<file path="config.mk">
export PLATFORM = sky130hd
export DESIGN_NAME = deadband_sign_run_detector
export DESIGN_NICKNAME = d
export VERILOG_FILES = /design/src/rtl/core/dbsr_pkg.sv /design/src/rtl/core/dbsr_core.sv /design/src/rtl/core/dbsr_fifo.sv /design/src/rtl/core/deadband_sign_run_detector.sv
export SDC_FILE = /design/constraint.sdc
export NUM_CORES = 1
export LEC_CHECK = 0
export BUFFER_PORTS_ARGS = -buffer_cell sky130_fd_sc_hd__buf_2
export CAP_MARGIN = 10
export CORE_ASPECT_RATIO = 1.1
export CORE_MARGIN = 5
export CORE_UTILIZATION = 60
export CTS_CLUSTER_SIZE = 30
export DETAILED_ROUTE_END_ITERATION = 6
export PLACE_DENSITY = 0.85
export SLEW_MARGIN = 20
export SYNTH_ARGS = -nofsm -noshare
export SYNTH_HDL_FRONTEND = slang
export SYNTH_SLANG_ARGS = --single-unit
</file>
<file path="constraint.sdc">
create_clock -name aclk -period 18.38 [get_ports aclk]
set_clock_uncertainty 0.15 [all_clocks]
set_input_delay 2.757 -clock aclk [delete_from_list [all_inputs] [get_ports aclk]]
set_output_delay 2.757 -clock aclk [all_outputs]
set_load 0.02 [all_outputs]
</file>
<file path="src/rtl/core/dbsr_pkg.sv">
// Shared types and constants of the deadband sign run detector.
// Used by dbsr_core, dbsr_fifo and the top level; no dependencies.
package dbsr_pkg;

    localparam int unsigned DEPTH_DEFAULT = 1024;
    localparam int unsigned SAMPLE_W      = 16;
    localparam int unsigned CUTOFF_W      = 15;
    localparam int unsigned MINRUN_W      = 11;
    localparam int unsigned RUNLEN_W      = 11;
    localparam int unsigned END_IDX_W     = 10;
    localparam int unsigned FIFO_DEPTH    = 4;

    localparam logic [CUTOFF_W-1:0] CUTOFF_RESET = CUTOFF_W'(410);
    localparam logic [MINRUN_W-1:0] MINRUN_RESET = MINRUN_W'(50);
    localparam logic [RUNLEN_W-1:0] RUN_MAX      = '1;

    // Configuration register indexes.
    localparam logic REG_CUTOFF = 1'b0;
    localparam logic REG_MINRUN = 1'b1;

    typedef enum logic [1:0] {
        CLS_NONE = 2'd0,
        CLS_POS  = 2'd1,
        CLS_NEG  = 2'd2,
        CLS_ZERO = 2'd3
    } cls_t;

    typedef struct packed {
        logic                 sign;
        logic [END_IDX_W-1:0] idx;
        logic                 last;
    } res_t;

    // Results produced by one transaction, packed from r0 upward.
    typedef struct packed {
        logic [1:0] n;
        res_t       r0;
        res_t       r1;
    } push_t;

endpackage

</file>
<file path="src/rtl/core/dbsr_core.sv">
// Classification, run counting and run qualification for one sample per cycle while accept is high.
// Depends on dbsr_pkg.
module dbsr_core #(
    parameter int unsigned DEPTH = dbsr_pkg::DEPTH_DEFAULT
) (
    input  logic                                  aclk,
    input  logic                                  aresetn,
    input  logic                                  accept,
    input  logic signed [dbsr_pkg::SAMPLE_W-1:0]  sample,
    input  logic                                  end_of_record,
    input  logic [dbsr_pkg::CUTOFF_W-1:0]         cutoff,
    input  logic [dbsr_pkg::MINRUN_W-1:0]         min_run,
    output dbsr_pkg::push_t                       push
);
    import dbsr_pkg::*;

    localparam int unsigned IDX_W = $clog2(DEPTH);
    localparam logic [IDX_W-1:0] IDX_LAST = IDX_W'(DEPTH - 1);

    cls_t               cur_reg,   cur_next;
    cls_t               emit_reg,  emit_next;
    logic [RUNLEN_W-1:0] len_reg,  len_next;
    logic [IDX_W-1:0]   idx_reg,   idx_next;

    logic signed [SAMPLE_W:0] s_ext, cut_pos, cut_neg;
    cls_t cls_in;
    cls_t emit_mid;
    logic changed, flush, emit0, emit1;
    res_t res0, res1;

    always_comb begin
        s_ext   = {sample[SAMPLE_W-1], sample};
        cut_pos = $signed({2'b00, cutoff});
        cut_neg = -cut_pos;
        if (s_ext > cut_pos) begin
            cls_in = CLS_POS;
        end else if (s_ext < cut_neg) begin
            cls_in = CLS_NEG;
        end else begin
            cls_in = CLS_ZERO;
        end

        changed = (cls_in != cur_reg);
        flush   = end_of_record || (idx_reg == IDX_LAST);

        // Judge the run that ended with the previous sample.
        emit0 = changed && (len_reg != '0)
                && (cur_reg == CLS_POS || cur_reg == CLS_NEG)
                && (len_reg >= min_run) && (cur_reg != emit_reg);
        emit_mid = emit0 ? cur_reg : emit_reg;

        if (changed) begin
            cur_next = cls_in;
            len_next = RUNLEN_W'(1);
        end else begin
            cur_next = cur_reg;
            len_next = (len_reg < RUN_MAX) ? len_reg + RUNLEN_W'(1) : len_reg;
        end

        // Judge the run in progress when the recording closes.
        emit1 = flush && (cur_next == CLS_POS || cur_next == CLS_NEG)
                && (len_next >= min_run) && (cur_next != emit_mid);
        emit_next = emit1 ? cur_next : emit_mid;

        res0.sign = (cur_reg == CLS_NEG);
        res0.idx  = END_IDX_W'(idx_reg - IDX_W'(1));
        res0.last = !emit1;
        res1.sign = (cur_next == CLS_NEG);
        res1.idx  = END_IDX_W'(idx_reg);
        res1.last = 1'b1;

        push.n  = {1'b0, emit0} + {1'b0, emit1};
        push.r0 = emit0 ? res0 : res1;
        push.r1 = res1;
        if (!accept) begin
            push.n = 2'd0;
        end

        idx_next = idx_reg + IDX_W'(1);
        if (flush) begin
            cur_next  = CLS_NONE;
            len_next  = '0;
            idx_next  = '0;
            emit_next = CLS_NONE;
        end
    end

    always_ff @(posedge aclk) begin
        if (!aresetn) begin
            cur_reg  <= CLS_NONE;
            emit_reg <= CLS_NONE;
            len_reg  <= '0;
            idx_reg  <= '0;
        end else if (accept) begin
            cur_reg  <= cur_next;
            emit_reg <= emit_next;
            len_reg  <= len_next;
            idx_reg  <= idx_next;
        end
    end

endmodule

</file>
<file path="src/rtl/core/dbsr_fifo.sv">
// Small result queue that takes up to two results per cycle and gives one per pop.
// Depends on dbsr_pkg.
module dbsr_fifo (
    input  logic                                       aclk,
    input  logic                                       aresetn,
    input  dbsr_pkg::push_t                            push,
    input  logic                                       pop,
    output dbsr_pkg::res_t                             head,
    output logic [$clog2(dbsr_pkg::FIFO_DEPTH):0]      level
);
    import dbsr_pkg::*;

    localparam int unsigned PTR_W = $clog2(FIFO_DEPTH);
    localparam int unsigned LVL_W = PTR_W + 1;

    res_t             mem_reg [FIFO_DEPTH];
    logic [PTR_W-1:0] wr_reg, wr_next;
    logic [PTR_W-1:0] rd_reg, rd_next;
    logic [LVL_W-1:0] lvl_reg, lvl_next;

    always_comb begin
        wr_next  = wr_reg + PTR_W'(push.n);
        rd_next  = rd_reg + PTR_W'(pop);
        lvl_next = lvl_reg + LVL_W'(push.n) - LVL_W'(pop);
    end

    always_ff @(posedge aclk) begin
        if (push.n != 2'd0) begin
            mem_reg[wr_reg] <= push.r0;
        end
        if (push.n == 2'd2) begin
            mem_reg[wr_reg + PTR_W'(1)] <= push.r1;
        end
    end

    always_ff @(posedge aclk) begin
        if (!aresetn) begin
            wr_reg  <= '0;
            rd_reg  <= '0;
            lvl_reg <= '0;
        end else begin
            wr_reg  <= wr_next;
            rd_reg  <= rd_next;
            lvl_reg <= lvl_next;
        end
    end

    assign head  = mem_reg[rd_reg];
    assign level = lvl_reg;

endmodule

</file>
<file path="src/rtl/core/deadband_sign_run_detector.sv">
// Top level of the deadband sign run detector.
// Depends on dbsr_pkg, dbsr_core and dbsr_fifo.
//
// Usage:
// The slave channel carries one signed Q5.11 rate sample per transaction in
// s_tdata; s_tlast marks the final sample of a recording. Each sample is
// classed as positive, negative or zero against the deadband cutoff, and a
// run of one sign that lasts at least min_run samples and differs from the
// sign reported before it produces a result when it ends.
// The master channel gives one result per transaction: the run's last sample
// index in m_tdata, its sign in m_tuser (1 for negative), and m_tlast on the
// last result caused by one input transaction. A single input can cause two
// results: the run that just ended and, at the end of a recording, the run
// in progress. After the final sample (s_tlast, or index DEPTH-1) all run
// state clears for the next recording; the configuration keeps its values.
// m_tvalid rises in the cycle after acceptance if the queue was empty. The core
// takes one sample per cycle; results leave through a four-entry queue, one per
// cycle, and s_tready is high while the queue has room for two results. So a
// stalled receiver stops the input once three or four results are pending, and
// the sustained rate is one sample per cycle while results do not outpace the
// one-per-cycle output port.
// Reset (aresetn low, synchronous) empties the queue, clears run state and
// restores the cutoff to 410 (0.2) and min_run to 50. The user must write the
// configuration through cfg_we, cfg_index and cfg_wdata only while idle (not enforced).
module deadband_sign_run_detector #(
    parameter int unsigned DEPTH = dbsr_pkg::DEPTH_DEFAULT
) (
    input  logic                                aclk,
    input  logic                                aresetn,
    // Input channel.
    input  logic                                s_tvalid,
    output logic                                s_tready,
    input  logic [15:0]                         s_tdata,  // [15:0] sample
    input  logic                                s_tlast,  // end_of_record
    // Result channel.
    output logic                                m_tvalid,
    input  logic                                m_tready,
    output logic [15:0]                         m_tdata,  // [9:0] end_index, zeros above
    output logic                                m_tuser,  // [0] run_sign
    output logic                                m_tlast,  // last_result
    // Configuration write port.
    input  logic                                cfg_we,
    input  logic                                cfg_index,
    input  logic [dbsr_pkg::CUTOFF_W-1:0]       cfg_wdata
);
    import dbsr_pkg::*;

    localparam int unsigned LVL_W = $clog2(FIFO_DEPTH) + 1;

    logic [CUTOFF_W-1:0] cutoff_reg;
    logic [MINRUN_W-1:0] minrun_reg;
    logic                accept;
    logic                pop;
    push_t               push;
    res_t                head;
    logic [LVL_W-1:0]    level;

    // Configuration registers.
    always_ff @(posedge aclk) begin
        if (!aresetn) begin
            cutoff_reg <= CUTOFF_RESET;
            minrun_reg <= MINRUN_RESET;
        end else if (cfg_we) begin
            case (cfg_index)
                REG_CUTOFF: cutoff_reg <= cfg_wdata;
                REG_MINRUN: minrun_reg <= cfg_wdata[MINRUN_W-1:0];
                default:    cutoff_reg <= cutoff_reg;
            endcase
        end
    end

    // Room for the worst case of two results keeps the input open.
    assign s_tready = (level <= LVL_W'(FIFO_DEPTH - 2));
    assign accept   = s_tvalid && s_tready;
    assign pop      = m_tvalid && m_tready;

    dbsr_core #(
        .DEPTH (DEPTH)
    ) u_core (
        .aclk          (aclk),
        .aresetn       (aresetn),
        .accept        (accept),
        .sample        ($signed(s_tdata)),
        .end_of_record (s_tlast),
        .cutoff        (cutoff_reg),
        .min_run       (minrun_reg),
        .push          (push)
    );

    dbsr_fifo u_fifo (
        .aclk    (aclk),
        .aresetn (aresetn),
        .push    (push),
        .pop     (pop),
        .head    (head),
        .level   (level)
    );

    assign m_tvalid = (level != '0);
    assign m_tdata  = 16'(head.idx);
    assign m_tuser  = head.sign;
    assign m_tlast  = head.last;

    // The queue never overfills.
    a_level_bound: assert property (@(posedge aclk) disable iff (!aresetn)
        level <= LVL_W'(FIFO_DEPTH))
        else $error("result queue overfilled");

    // Two results from one transaction always alternate in sign.
    a_two_alternate: assert property (@(posedge aclk) disable iff (!aresetn)
        (push.n == 2'd2) |-> (push.r0.sign != push.r1.sign))
        else $error("repeated sign within one transaction");

    // A result pushed into an empty queue is offered in the next cycle.
    a_latency: assert property (@(posedge aclk) disable iff (!aresetn)
        (level == '0 && push.n != 2'd0) |=> m_tvalid)
        else $error("result not offered one cycle after acceptance");

endmodule

</file>
Yosys cells after proc, flatten, opt, wreduce, memory -nomap -nowiden

Memory sizes are Yosys's and may differ from the RTL's. A register that Yosys moved wholly into a read port is not among the register bits.
Index checks and enable logic that the tools add are counted.

Mux-type cells: 18
Divide/modulo/power cells: 0
Reductions and logical operators: 18
Add/subtract/negate cells: 10
Bitwise operators: 1
Equal/unequal tests: 9
Shifts and indexed selects: 0
Order comparisons: 6
Multiply operators: 0

Operator list:

| kind                    | count |
|---|---|
| $mux W11                | 3 |
| $ge A11 B11 Y1          | 2 |
| $lt A16 B17 Y1          | 1 |
| $neg A15 Y17            | 1 |
| $gt A16 B16 Y1          | 1 |
| $mux W2                 | 8 |
| $mux W12                | 1 |
| $add A11 B1 Y11 const B | 1 |
| $lt A11 B11 Y1 const B  | 1 |
| $reduce_bool A11 Y1     | 1 |
| $add A10 B1 Y10 const B | 1 |
| $eq A10 B10 Y1 const B  | 1 |
| $mux W10                | 1 |
| $sub A10 B1 Y10 const B | 1 |
| $logic_and A1 B1 Y1     | 9 |
| $eq A2 B2 Y1 const B    | 3 |
| $ne A2 B2 Y1            | 3 |
| $mux W1                 | 5 |
| $eq A2 B1 Y1 const B    | 2 |
| $reduce_and A2 Y1       | 2 |
| $add A3 B2 Y3           | 1 |
| $le A3 B2 Y1 const B    | 1 |
| $logic_or A1 B1 Y1      | 3 |
| $reduce_bool A3 Y1      | 1 |
| other kinds (8)         | 8 |

Bits in read-only memories: 0
Latch bits: 0
Flip-flop bits (word level): 58
Bits in writable memories: 48
Output and inout port bits: 20
Word-level logic and storage cells: 72
Input bits: 38
Memories: 1

Memories:

| memory         | depth | width | rd ports | clocked after Yosys merged registers in | wr ports | line            | source |
|---|---|---|---|---|---|---|---|
| u_fifo.mem_reg | 4     | 12    | 1        | 1                                       | 2        | dbsr_fifo.sv:16 | `res_t mem_reg [FIFO_DEPTH];` |

Depth between registers and ports, before layout

Depth after elaboration: 17
Depth in mapped cells: 32
Gate-level depth less buffers: 30

Hierarchy

Synthesis repeated with hierarchy kept, for this count alone.

Cell total of the unflattened synthesis: 707
Area, all modules: 7369.6 µm²

By module, submodules not included:

| module                     | times used | seq. area each (µm²) | area an instance (µm²) | cells an instance |
|---|---|---|---|---|
| dbsr_core                  | 1          | 500.5                | 3293.2                 | 430 |
| dbsr_fifo                  | 1          | 1581.5               | 2935.3                 | 156 |
| deadband_sign_run_detector | 1          | 520.5                | 1141.1                 | 121 |

Worst setup path after synthesis

No wires, ideal clock.

Path type: input -> register
Start: in s_tdata[15]
End: mem u_fifo.mem_reg[1][10] (netlist bit) (data pin)
Setup time: 0.152 ns
Buffers on the path: 3
Arrival time: 8.054 ns
Slack: 10.024 ns
Cell stages on the path: 25
Data required time: 18.078 ns
Cell sequence: ha_1 -> nand4_2 -> or4_1 -> a31oi_1 -> o31a_2 -> mux2_4 -> nand3_1 -> buf_2 -> buf_2 -> nor2_1 -> ha_1 -> nand2b_1 -> a21o_1 -> a21o_1 -> a21o_1 -> a21o_1 -> a21o_1 -> a211oi_1 -> a211oi_1 -> ha_1 -> o21ai_1 -> nor3b_1 -> clkbuf_1 -> o21ai_0 -> a31oi_1

RTL lines:

| element            | line                             | source |
|---|---|---|
| start: declaration | deadband_sign_run_detector.sv:33 | `input logic [15:0] s_tdata,` |
| end: declaration   | dbsr_fifo.sv:16                  |  |

==> implementation parameters <==
Parameter                              Value

CTS
  CTS H-tree lvls ... 3
  Number of buffers inserted for hold repair after clock tree synthesis ... 0
  Number of post-CTS setup repair buffers ... 0
  Clock Root Buffer ... sky130_fd_sc_hd__clkbuf_16
  Clock latency at the later pin of the worst-skew pair ... around 350 ps
  Total CTS buffers ... 9
  Clock Sink Count ... 106
  Number of cells upsized or downsized after cts ... 0
  Clock transition at path regs ... around 70 ps
  Maximum buffer depth of the clock tree ... 2
  TritonCTS clock tree ... built

Yosys
  Post-synth ARST share ... 0
  Flip-flop and latch count after synthesis ... 106
  Synthesized cell area ... 7177 um2
  Sequential-to-total area share from yosys stat ... 0.3570
  Total of warnings raised by yosys ... 0
  Syn avg cell area ... 8.752 um2
  Number of enable flip-flop cells after synthesis ... 44
  Mapped Cells ... 820
  Most used flip-flop cell after synthesis ... sky130_fd_sc_hd__dfxtp_1
  Distinct cells, synth ... 68

Global routing
  Maximum number of pins on one net before global-route repair ... 36
  Overall Global Routing Usage ... 0.2451
  Number of antenna violations at the first check in global routing ... 0
  Via count of the first global-routing pass ... just under 6,000
  Global route total overflow ... 0
  Global-route wire length before repair ... roughly 29,000 um

Pwr
  Power per cell area ... ~77 nW/um2
  Largest vdd supply drop ... 0.04224 mV
  Reported leakage power ... 3.000 nW

STA
  Fraction of the cycle the final worst path needs ... 0.4993
  Highest clock frequency the design can meet ... 109.0 MHz
  RSZ-0062 raised after global routing ... no
  Final Worst Setup Slack ... around 9000 ps
  Total negative setup slack ... 0 ps
  Final Slew Violations ... 0
  Number of endpoints failing setup at the final stage ... 0
  Count of endpoints failing hold in the final timing report ... 0
  Relative max-transition margin ... 0.3050
  Minimum clock period after layout ... 9176 ps
  Worst Tran Pin Value ... 1040 ps

Setup path
  Setup CP Type ... in2reg
  Arrival time at the worst endpoint ... 9180 ps
  Crit end category ... register
  Type of element launching the critical path ... input port
  Maximum fanout along the worst path ... 27
  Data required time at the worst endpoint ... 18,380 ps

Job
  Max-capacitance violation count ... 0

Detailed routing
  Antenna-violating nets left ... 0
  Routed wire per std cell ... 17.58 um
  Vias per std cell ... 6.388
  Router iterations before antenna repair ... 7
  Final Routed Wirelength ... 17,490 um
  Total number of vias ... ~6,400
  Initial detailed-routing violation count ... about 480
  Post-route DRC ... 0

Floorplan
  Die extent in y ... 124.7 um
  Die boundary width ... around 110 um
  Core Area ... 11,880 um2
  Site row count ... 42
  I/O Pins ... 58
  Area of the die ... 14,250 um2
  Starting density of the core ... 0.6043

Placed design
  Placed wire-length estimate ... 13,080 um
  Post-placement worst setup slack ... about 9000 ps
  Weighted congestion reported at the end of routability-driven placement ... around 0.93
  Buffers on Ports ... slightly above 50

Finish
  Number of flip-flops under the largest register name ... 48
  Antenna diode count ... 0
  Layout-stage area growth over the synthesis result ... 7.775%
  Commonest cells after routing, fill and taps aside ... sky130_fd_sc_hd__nand2_1 (94), sky130_fd_sc_hd__ha_1 (67), sky130_fd_sc_hd__a31oi_1 (65), sky130_fd_sc_hd__dfxtp_1 (62), sky130_fd_sc_hd__a21oi_1 (52)
  Leading cell type in the layout, fill and taps excluded ... sky130_fd_sc_hd__nand2_1
  Share of final-layout standard cells stronger than drive strength 1 ... 0.1165
  Layout filler cell count ... 971
  NumNets Final ... 942

Run status
  Status ... complete, no violations

Min path
  Path class of the lowest-slack min-delay path ... reg2reg
==> report_power, final <==
| group | internal, mW | total [mW] | switching [mW] |
|---|---|---|---|
| Sequential | 0.251 | 0.268 | 0.0170 |
| Combinational | 0.0545 | 0.127 | 0.0726 |
| Clock | 0.108 | 0.200 | 0.0918 |
==> synth_stat cells, types with 8 or more instances <==
library cell,count,area (um2)
sky130_fd_sc_hd__o211ai_1,13,97.59
sky130_fd_sc_hd__mux4_2,12,270.3
sky130_fd_sc_hd__nand4_1,12,75.07
sky130_fd_sc_hd__nor2_1,52,195.2
sky130_fd_sc_hd__a211oi_1,8,60.06
sky130_fd_sc_hd__ha_1,67,838.3
sky130_fd_sc_hd__a21o_1,13,97.59
sky130_fd_sc_hd__inv_1,46,172.7
sky130_fd_sc_hd__o21ai_0,39,195.2
sky130_fd_sc_hd__clkbuf_1,39,146.4
sky130_fd_sc_hd__or3_1,12,75.07
sky130_fd_sc_hd__xor2_1,10,87.58
sky130_fd_sc_hd__xnor2_1,22,192.7
sky130_fd_sc_hd__nand2_1,94,352.8
sky130_fd_sc_hd__nand3_1,22,110.1
sky130_fd_sc_hd__dfxtp_1,62,1241
sky130_fd_sc_hd__a21oi_1,52,260.3
sky130_fd_sc_hd__o21ai_1,8,40.04
sky130_fd_sc_hd__edfxtp_1,44,1321
sky130_fd_sc_hd__a31oi_1,65,406.6
sky130_fd_sc_hd__and2_1,12,75.07
sky130_fd_sc_hd__nor3_1,18,90.09
==> through the flow <==
step	area [um2]	utilization	cells	hold WS (ps)	power, mW
after global placement	7421	0.6248	979	294.1	0.3954
after detailed placement	7421	0.6248	979	297.5	0.4000
after CTS	7732	0.6511	995	307.6	0.5972
after floorplan	7196	-	825	286.3	0.3656
after global routing	7735	0.6513	995	335.3	0.6246
final	7735	0.6513	995	304.8	0.5956
==> worst max-delay path: stages <==
cell and delay, ps:
sky130_fd_sc_hd__buf_2 120, sky130_fd_sc_hd__ha_1 330, sky130_fd_sc_hd__nand4_2 160, sky130_fd_sc_hd__or4_1 550, sky130_fd_sc_hd__a31oi_1 190, sky130_fd_sc_hd__o31a_2 230, sky130_fd_sc_hd__mux2_4 340, sky130_fd_sc_hd__nand3_1 590
sky130_fd_sc_hd__nor2_1 130, sky130_fd_sc_hd__ha_1 290, sky130_fd_sc_hd__nand2b_1 140, sky130_fd_sc_hd__a21o_1 170, sky130_fd_sc_hd__a21o_1 170, sky130_fd_sc_hd__a21o_1 170, sky130_fd_sc_hd__a21o_1 170, sky130_fd_sc_hd__a21o_1 170
sky130_fd_sc_hd__a211oi_1 320, sky130_fd_sc_hd__a211oi_1 130, sky130_fd_sc_hd__ha_1 330, sky130_fd_sc_hd__o21ai_1 180, sky130_fd_sc_hd__nor3b_1 910, sky130_fd_sc_hd__o21ai_0 270, sky130_fd_sc_hd__a31oi_1 350
==> worst paths after layout <==
check | from | endpoint | slack, ps | depth (start not counted)
max | s_tdata[15] | u_fifo.mem_reg[1][7]$_DFFE_PP_ | 9200 | 23
min | minrun_reg[2]$_SDFFE_PN0P_ | minrun_reg[2]$_SDFFE_PN0P_ | 300 | 2
max reg2reg | cutoff_reg[3]$_SDFFE_PN1P_ | u_fifo.mem_reg[1][7]$_DFFE_PP_ | 9940 | 28
min reg2reg | minrun_reg[2]$_SDFFE_PN0P_ | minrun_reg[2]$_SDFFE_PN0P_ | 300 | 2
==> kinds of logic (layout without fill, tap and decap cells) <==
family / after synthesis / in the layout / share of synthesized area
other: 1 / 6 / 0.0005225
and+or+nand+nor: 259 / 259 / 0.1724
AOI/OAI and AO/OA: 235 / 235 / 0.2069
adders and majority gates: 68 / 68 / 0.1196
buffers and inverters: 104 / 120 / 0.06154
muxes: 15 / 15 / 0.04289
DFF: 106 / 106 / 0.3570
xor gates and xnor gates: 32 / 32 / 0.03905
==> layer usage <==
metal / vias to the layer above / GRT usage / share of wire
met4: 0 / 0.09574 / 0.030
met2: 277 / 0.4352 / 0.51
li1: 3047 / - / -
met3: 46 / 0.03499 / 0.064
met1: 2986 / 0.2950 / 0.39
met5: - / 0 / 0
==> layout make-up <==
cell class              instances  area (um2)  share of cell area
well taps                     154       192.7             0.02491
clock inverters                 7       86.33             0.01116
clock buffers                   9       225.2             0.02912
repair buffers                 56       292.8             0.03785
inverters                      48       181.4             0.02346
flip-flops and latches        106        2562              0.3313
multi-input cells             615        4194              0.5422
No activity file was read; power rests on OpenSTA's default activity.
